==> src/design/uart_drb_pkg.sv <==
// Shared types and codes for the UART dual ring buffer.
package uart_drb_pkg;

  // Event codes carried on the kind field
  localparam logic [1:0] KIND_RX    = 2'd0;
  localparam logic [1:0] KIND_GET   = 2'd1;
  localparam logic [1:0] KIND_PUT   = 2'd2;
  localparam logic [1:0] KIND_TXRDY = 2'd3;

  // Controller to datapath commands
  typedef struct packed {
    logic load;  // capture the incoming transaction
    logic exec;  // perform the buffer operation
  } dp_cmd_t;

endpackage

==> src/design/uart_drb_ctrl.sv <==
// Controller state machine: sequences capture, execute and result delivery.
module uart_drb_ctrl (
  input  logic                 clk,
  input  logic                 rst,
  input  logic                 in_valid,
  output logic                 in_ready,
  output logic                 out_valid,
  input  logic                 out_ready,
  output uart_drb_pkg::dp_cmd_t cmd
);
  import uart_drb_pkg::*;

  typedef enum logic [1:0] {
    ST_IDLE,
    ST_EXEC,
    ST_OUT
  } state_t;

  state_t state;

  always_comb begin
    cmd.load = in_valid && in_ready;
    cmd.exec = (state == ST_EXEC);
  end

  always_ff @(posedge clk) begin
    if (rst) begin
      state     <= ST_IDLE;
      in_ready  <= 1'b1;
      out_valid <= 1'b0;
    end else begin
      unique case (state)
        ST_IDLE: begin
          if (in_valid && in_ready) begin
            state    <= ST_EXEC;
            in_ready <= 1'b0;
          end
        end
        ST_EXEC: begin
          state     <= ST_OUT;
          out_valid <= 1'b1;
        end
        ST_OUT: begin
          if (out_ready) begin
            state     <= ST_IDLE;
            out_valid <= 1'b0;
            in_ready  <= 1'b1;
          end
        end
        default: begin
          state     <= ST_IDLE;
          in_ready  <= 1'b1;
          out_valid <= 1'b0;
        end
      endcase
    end
  end

endmodule

==> src/design/uart_drb_dp.sv <==
// Datapath: both ring buffers, their pointers, interrupt flags and result registers.
module uart_drb_dp #(
  parameter int BUFFER_DEPTH = 64
) (
  input  logic                  clk,
  input  logic                  rst,
  input  uart_drb_pkg::dp_cmd_t cmd,
  input  logic [1:0]            kind,
  input  logic [7:0]            byte_in,
  output logic [7:0]            byte_out,
  output logic                  byte_valid,
  output logic                  accepted,
  output logic                  rx_irq_enabled,
  output logic                  tx_irq_enabled
);
  import uart_drb_pkg::*;

  localparam int PW = $clog2(BUFFER_DEPTH);
  localparam logic [PW-1:0] PTR_LAST = PW'(BUFFER_DEPTH - 1);

  function automatic logic [PW-1:0] advance(input logic [PW-1:0] p);
    return (p == PTR_LAST) ? '0 : p + 1'b1;
  endfunction

  logic [7:0] rx_mem [BUFFER_DEPTH];
  logic [7:0] tx_mem [BUFFER_DEPTH];

  logic [1:0]    kind_r;
  logic [7:0]    byte_r;
  logic [PW-1:0] rx_wp, rx_rp, tx_wp, tx_rp;
  logic          rx_irq, tx_irq;
  logic [7:0]    rx_rdata, tx_rdata;
  logic          sel_tx;

  logic [PW-1:0] rx_wp_next, rx_rp_next, tx_wp_next, tx_rp_next;
  logic          rx_full, rx_empty, tx_full, tx_empty;
  logic          rx_we, rx_re, tx_we, tx_re;

  always_comb begin
    rx_wp_next = advance(rx_wp);
    rx_rp_next = advance(rx_rp);
    tx_wp_next = advance(tx_wp);
    tx_rp_next = advance(tx_rp);
    rx_full    = (rx_wp_next == rx_rp);
    rx_empty   = (rx_wp == rx_rp);
    tx_full    = (tx_wp_next == tx_rp);
    tx_empty   = (tx_wp == tx_rp);
    rx_we      = cmd.exec && (kind_r == KIND_RX)    && !rx_full;
    rx_re      = cmd.exec && (kind_r == KIND_GET)   && !rx_empty;
    tx_we      = cmd.exec && (kind_r == KIND_PUT)   && !tx_full;
    tx_re      = cmd.exec && (kind_r == KIND_TXRDY) && !tx_empty;
  end

  always_ff @(posedge clk) begin
    if (rx_we) begin
      rx_mem[rx_wp_next] <= byte_r;
    end
    if (rx_re) begin
      rx_rdata <= rx_mem[rx_rp_next];
    end
  end

  always_ff @(posedge clk) begin
    if (tx_we) begin
      tx_mem[tx_wp_next] <= byte_r;
    end
    if (tx_re) begin
      tx_rdata <= tx_mem[tx_rp_next];
    end
  end

  always_ff @(posedge clk) begin
    if (cmd.load) begin
      kind_r <= kind;
      byte_r <= byte_in;
    end
  end

  always_ff @(posedge clk) begin
    if (rst) begin
      rx_wp  <= '0;
      rx_rp  <= '0;
      tx_wp  <= '0;
      tx_rp  <= '0;
      rx_irq <= 1'b1;
      tx_irq <= 1'b0;
    end else if (cmd.exec) begin
      unique case (kind_r)
        KIND_RX: begin
          if (rx_full) begin
            rx_irq <= 1'b0;
          end else begin
            rx_wp <= rx_wp_next;
          end
        end
        KIND_GET: begin
          if (!rx_empty) begin
            rx_rp  <= rx_rp_next;
            rx_irq <= 1'b1;
          end
        end
        KIND_PUT: begin
          if (!tx_full) begin
            tx_wp  <= tx_wp_next;
            tx_irq <= 1'b1;
          end
        end
        KIND_TXRDY: begin
          if (tx_empty) begin
            tx_irq <= 1'b0;
          end else begin
            tx_rp <= tx_rp_next;
          end
        end
        default: begin
        end
      endcase
    end
  end

  // Result fields, held until the next transaction executes
  always_ff @(posedge clk) begin
    if (cmd.exec) begin
      byte_valid <= rx_re || tx_re;
      accepted   <= rx_we || tx_we;
      sel_tx     <= (kind_r == KIND_TXRDY);
    end
  end

  assign byte_out       = !byte_valid ? 8'd0 : (sel_tx ? tx_rdata : rx_rdata);
  assign rx_irq_enabled = rx_irq;
  assign tx_irq_enabled = tx_irq;

endmodule

==> src/design/uart_dual_ring_buffer_unit.sv <==
// Sequence: capture at the accept edge, then the execute state, result valid in the cycle after that.
// A new transaction is accepted only after the previous result has been taken, a pace
// set by the capture/execute/deliver sequence around the registered buffer read.
// Reset (rst, synchronous): pointers cleared so both rings are empty,
// receive interrupt flag set, transmit interrupt flag cleared; buffer contents kept.
module uart_dual_ring_buffer_unit #(
  parameter int BUFFER_DEPTH = 64
) (
  input  logic       clk,
  input  logic       rst,
  input  logic       in_valid,
  output logic       in_ready,
  input  logic [1:0] kind,
  input  logic [7:0] byte_in,
  output logic       out_valid,
  input  logic       out_ready,
  output logic [7:0] byte_out,
  output logic       byte_valid,
  output logic       accepted,
  output logic       rx_irq_enabled,
  output logic       tx_irq_enabled
);
  import uart_drb_pkg::*;

  dp_cmd_t cmd;

  uart_drb_ctrl u_ctrl (
    .clk       (clk),
    .rst       (rst),
    .in_valid  (in_valid),
    .in_ready  (in_ready),
    .out_valid (out_valid),
    .out_ready (out_ready),
    .cmd       (cmd)
  );

  uart_drb_dp #(
    .BUFFER_DEPTH (BUFFER_DEPTH)
  ) u_dp (
    .clk            (clk),
    .rst            (rst),
    .cmd            (cmd),
    .kind           (kind),
    .byte_in        (byte_in),
    .byte_out       (byte_out),
    .byte_valid     (byte_valid),
    .accepted       (accepted),
    .rx_irq_enabled (rx_irq_enabled),
    .tx_irq_enabled (tx_irq_enabled)
  );

endmodule

==> config.mk <==
export PLATFORM = sky130hd
export DESIGN_NAME = uart_dual_ring_buffer_unit
export DESIGN_NICKNAME = d
export VERILOG_FILES = /design/src/design/uart_drb_pkg.sv /design/src/design/uart_drb_ctrl.sv /design/src/design/uart_drb_dp.sv /design/src/design/uart_dual_ring_buffer_unit.sv
export SDC_FILE = /design/constraint.sdc
export NUM_CORES = 1
export LEC_CHECK = 0
export BUFFER_PORTS_ARGS = -buffer_cell sky130_fd_sc_hd__buf_4
export CELL_PAD_IN_SITES_DETAIL_PLACEMENT = 1
export CELL_PAD_IN_SITES_GLOBAL_PLACEMENT = 2
export CORE_MARGIN = 2
export CORE_UTILIZATION = 35
export CTS_CLUSTER_DIAMETER = 60
export DETAILED_ROUTE_END_ITERATION = 7
export PLACE_DENSITY_LB_ADDON = 0.2
export SYNTH_ARGS = -nofsm -noshare
export SYNTH_HDL_FRONTEND = slang
export SYNTH_SLANG_ARGS = --single-unit
==> constraint.sdc <==
create_clock -name clk -period 2.8 [get_ports clk]
set_input_delay 0.42 -clock clk [delete_from_list [all_inputs] [get_ports clk]]
set_output_delay 0.42 -clock clk [all_outputs]
set_load 0.005 [all_outputs]
# Word level (Yosys, flattened, before mapping)
# Memory sizes are Yosys's and may differ from the RTL's. A register that Yosys moved wholly into a read port is not among the register bits.
# Index checks and enable logic that the tools add are counted.
[totals]
n_memories = 2
regBits = 43
out_inout_bits = 14
wordCells = 97
ram_bits = 1024
input_bits = 14
[mem_list]
columns = ["memory", "depth", "word_bits", "read_ports", "rd_clocked_by_memory_dff", "wr", "line_no", "rtl"]
rows = [
  ["u_dp.rx_mem", 64, 8, 1, 1, 1, "uart_drb_dp.sv:25", "logic [7:0] rx_mem [BUFFER_DEPTH];"],
  ["u_dp.tx_mem", 64, 8, 1, 1, 1, "uart_drb_dp.sv:26", "logic [7:0] tx_mem [BUFFER_DEPTH];"],
]
[op_classes]
bitwise_logic = 6
addsub = 4
n_mux = 24
n_eq_ne = 19
n_reduce_logical = 28
[ops]
columns = ["operator", "count"]
rows = [
  ["$add 6x1->6 const B", 4],
  ["$eq 6x6->1", 4],
  ["$eq 6x6->1 const B", 4],
  ["$mux 6", 4],
  ["$mux 8", 2],
  ["$reduce_and 3->1", 5],
  ["$mux 1", 11],
  ["$logic_and 1x1->1", 9],
  ["$ne 2x2->1 const B", 4],
  ["$reduce_and 4->1", 2],
  ["$eq 2x2->1 const B", 3],
  ["$not 1->1", 6],
  ["$pmux 1 s3", 2],
  ["$pmux 2 s3", 1],
  ["$eq 2x1->1 const B", 2],
  ["$logic_not 1->1", 4],
  ["$logic_not 2->1", 2],
  ["$mux 2", 2],
  ["$ne 2x1->1 const B", 2],
  ["$pmux 1 s2", 2],
  ["$reduce_and 2->1", 2],
  ["$reduce_bool 2->1", 2],
  ["$logic_or 1x1->1", 2],
]

# Depth between registers and ports, before layout
[depth]
depth_word = 7
mapped_depth = 14
depth_no_buf = 8

# Modules after synthesis
# From an unflattened synthesis, not the netlist that was laid out.
[hier_totals]
hier_cells = 3349
area_unflattened_um2 = 43615.6
[modules_own_cells]
columns = ["mod", "cells_each", "instances", "seq_area_each_um2", "area_each_um2"]
rows = [
  ["uart_drb_dp", 3334, 1, 32140.8, 43462.9],
  ["uart_drb_ctrl", 15, 1, 80.1, 152.6],
]

# Worst setup path before layout
# Ideal clock, no wire load.
[synth_timing]
path_kind = "reg-to-reg"
start = "reg u_dp.tx_wp[1]"
end = "mem u_dp.tx_mem[21][0] (enable)"
stages_incl_launch_ff = 10
path_buffers = 1
setup_ns = 0.383
setup_slack_ns = -0.222
t_arrival_ns = 2.639
required_time_ns = 2.417
period_less_slack_ns = 3.022
cell_sequence = "dfxtp_1 -> ha_1 -> buf_6 -> a32o_1 -> nand2_1 -> a21oi_1 -> xnor2_1 -> o311ai_4 -> or2_2 -> nor3_1"
[synth_between]
elab_chain_len = 7
word_cells_on_any_way = 8
classes_between = "add/sub (1); eq/ne (2); mux (3); reduce/logical (2)"
[synth_rtl]
columns = ["item", "line_no", "rtl"]
rows = [
  ["from (decl)", "uart_drb_dp.sv:30", "logic [PW-1:0] rx_wp, rx_rp, tx_wp, tx_rp;"],
  ["from (signal assigned)", "uart_drb_dp.sv:104", "tx_wp <= tx_wp_next;"],
  ["$add 6x1->6 / $eq 6x6->1 (equally long branches)", "uart_drb_dp.sv:22", "return (p == PTR_LAST) ? '0 : p + 1'b1;"],
  ["$mux 6 *", "uart_drb_dp.sv:22", ""],
  ["$eq 6x6->1", "uart_drb_dp.sv:46", "tx_full = (tx_wp_next == tx_rp);"],
  ["$logic_not 1->1", "uart_drb_dp.sv:50", "tx_we = cmd.exec && (kind_r == KIND_PUT) && !tx_full;"],
  ["$logic_and 1x1->1", "uart_drb_dp.sv:50", ""],
  ["$mux 1", "uart_drb_dp.sv:64", "if (tx_we) begin"],
  ["$mux 1 (implied by the code)", "uart_drb_dp.sv:65", "tx_mem[tx_wp_next] <= byte_r;"],
  ["to (decl)", "uart_drb_dp.sv:26", ""],
]
# Every way passes the cells marked *; elsewhere a longest branch is shown, timed or not.

# Worst setup path in the final report
[layout_timing]
start = "reg u_dp.tx_wp[1]"
end = "mem u_dp.tx_mem[61][5] (enable)"
# The elaborated chain is that of the path after synthesis.

==> qor.yml <==
fin_crit_ns: 2.76
slew-limit-headroom: 0.393
grt_usage: 0.217
drtIter0Drc: 2357
crit_arrival_ns: 3.13
synth.yosys.warnings: 0
start_util: 0.353
dieArea_um2: 128000
final_area_um2: 54400
die_y_um: 357
drive_gt1_frac: 0.203
leakagePower_uw: 0.0181
gp_congestion: 0.825
hold_path_class: "input port to flip-flop"
finalHoldViolCount: 0
slew_viol_final: 0
overflow: 0
p_per_area_nw_per_um2: 620
placed_area_um2: 49200
syn_inst: 3404
synth_area_um2: 43700
drtPass1Iterations: 5
fmax_mhz: 363
cts_root_buf: "clkbuf_16"
clockBufferDepth: 3
dp_cells: 5234
tns_ns: 0
synth.distinct_cells: 70
ys_async_sr_fraction: 0
die_width_um: 357
nFillCells: 12600
setup_violations: 0
grt_pass1_wl_mm: 205
syn_to_final_growth_pct: 24.4
worstPathMaxFanout: 8
tritoncts: "yes"
core_um2: 124000
syn_nets: 3422
path_delay_family: "simple AND/OR/NAND/NOR gates"
synthFlopType: "edfxtp_1"
ant_nets: 0
synth.yosys.seq_area_share: 0.737
cp.required_ns: 3.17
synth.avg_cell_area_um2: 12.8
fin_worst_skew_ns: 0.0469
io_pins: 28
drv_cap: 0
vias_per_cell: 5.30
seq_area_um2: 32200
worst_pin_slew_ns: 0.910
ys_seq_elements: 1083
irDropWorstVdd_uv: 534
cts_sinks: 1083
antennaDiodeCount: 0
outcome: "completed"
drc: 0
nNetsFinal: 3778
rsz0062_at_grt: "yes"
synth_edf_count: 1053
fin_cells: 5496
insertion_delay_ns: 0.75
htree_levels: 3
crit_path_end_kind: "flip-flop"
cp-start-kind: "flip-flop"
first_global_vias: 30300
cp_num_buf_inv: 3
slowest_delay_ns: 0.37
multi_input_area_um2: 11400
crit_type: "flip-flop to flip-flop"
dr_total_vias: 29100
rows: 129
worstPathCellList: "ha_4 -> inv_1 -> nand2_1 -> a31oi_4 -> xor2_4 -> o311ai_4 -> buf_12 -> or3_4 -> buf_6 -> nor2_2"
period_share: 0.984
drt-total-wl_mm: 139
portBuffers: 27
critPathSlowestCell: "nor2_2"
clkTransAtPathRegs_ns: 0.06
grt_start_max_net_pins: 129
cts-buffers-inserted: 117
hpwl_mm: 89.4
antenna_found_initial: 0
wl_per_cell_um: 25.3
state kept, by name (all words and copies together), names as in the netlist:
| signal | cells |
|---|---|
| u_dp.rx_rp | 6 |
| u_dp.rx_irq_enabled | 1 |
| u_dp.tx_rp | 6 |
| u_dp.tx_irq_enabled | 1 |
| u_dp.rx_wp | 6 |
| u_dp.tx_wp | 6 |
| u_dp.rx_mem | 512 |
| u_dp.accepted | 1 |
| u_dp.byte_r | 8 |
| u_ctrl.in_ready | 1 |
| u_dp.kind_r | 2 |
| u_dp.tx_mem | 512 |
| u_dp.byte_valid | 1 |
| u_ctrl.out_valid | 1 |
| u_dp.rx_rdata | 8 |
| u_ctrl.state | 2 |
| u_dp.sel_tx | 1 |
| u_dp.tx_rdata | 8 |
final cells by class:
| cell class | count | share of cell area |
|---|---|---|
| clock buffers | 143 | 0.0564 |
| clock inverters | 75 | 0.0124 |
| inverters | 15 | 0.00104 |
| multi-input cells | 2087 | 0.209 |
| flip-flops and latches | 1083 | 0.593 |
| well taps | 1637 | 0.0377 |
| repair buffers | 456 | 0.0901 |
cell usage in the layout (no fill, tap or decap), types with 21 or more instances in the layout:
cell type,netlist,final
nand4_1,85,85
a211oi_1,29,26
clkinv_2,0,22
clkbuf_1,131,23
edfxtp_1,1053,1053
and3_1,24,21
buf_4,6,309
clkinv_1,1,28
buf_12,0,93
a32oi_1,22,22
mux2i_1,59,56
dfxtp_1,30,22
nor2_2,9,24
nor2_1,136,76
clkbuf_16,0,120
a31oi_1,95,91
nand2_1,960,958
nand3_1,364,357
buf_6,7,30
nor2_4,0,45
a21oi_1,77,75
cell families after synthesis:
group,after synthesis,share of synthesized area
mux,60,0.0138
fa+ha+maj,4,0.00115
xor+xnor,42,0.00902
flops,1083,0.737
compound gates,316,0.0503
buf+inv,235,0.0235
simple gates,1664,0.165
report_power, final:
group          switching, uW  leakage, uW  total (uW)  internal, uW
logic                    505      0.00661         662           156
registers               35.1      0.00971       17900         17800
clock network           6540      0.00182       15200          8620
path summary, 6_finish.rpt:
check                     start                 end  slack, ns  depth (start not counted)
hold reg to reg   u_dp.tx_wp[2]       u_dp.tx_wp[2]       0.51                          2
hold / removal              rst       u_dp.tx_wp[5]       0.09                          2
setup / recovery  u_dp.tx_wp[1]  u_dp.tx_mem[61][5]       0.04                         10
setup reg to reg  u_dp.tx_wp[1]  u_dp.tx_mem[61][5]       0.04                         10
per-stage QoR:
step	setup slack, ns	utilization	hold slack, ns	total power [uW]
after floorplan	-0.0883	-	0.452	18500
after global placement	-0.239	0.398	0.480	18800
after detailed placement	-0.323	0.398	0.482	18900
after CTS	-0.0390	0.434	0.0158	34000
after global routing	-0.0624	0.439	0.0782	34600
final	0.0439	0.439	0.0904	33700
per-layer routing:
metal	track usage	vias to the layer above	share of wire
met3	0.0257	155	0.044
met2	0.348	612	0.47
met4	0.0489	0	0.017
met1	0.315	15100	0.47
li1	-	13200	-
met5	0	-	0
worst reg2reg max path, delay by kind of cell (launching register included):
family	cells	cell delay [ns]
buf+inv	3	0.42
simple gates	3	0.84
xor+xnor	1	0.22
fa+ha+maj	1	0.18
flops	1	0.34
compound gates	2	0.41
timing repair:
action	4_1_cts	5_1_grt
pin swaps	14	32
endpoints found under the setup margin	849	740
hold buffers	11	0
gates cloned	3	2
gates resized for setup	101	97
buffers inserted	12	25
hold endpoints to repair	12	0
synthesized netlist by cell type, types with 22 or more instances:
master / n / area, um2
a31oi_1: 95 / 594
xnor2_1: 22 / 193
nand4_1: 85 / 532
clkbuf_1: 131 / 492
nand3_1: 364 / 1820
a21oi_1: 77 / 385
dfxtp_1: 30 / 601
a32oi_1: 22 / 193
buf_2: 55 / 275
nor2_1: 136 / 510
a211oi_1: 29 / 218
and3_1: 24 / 150
nand2_1: 960 / 3600
edfxtp_1: 1053 / 31600
mux2i_1: 59 / 591
nor3_1: 28 / 140
No activity file was read; power rests on OpenSTA's default activity.
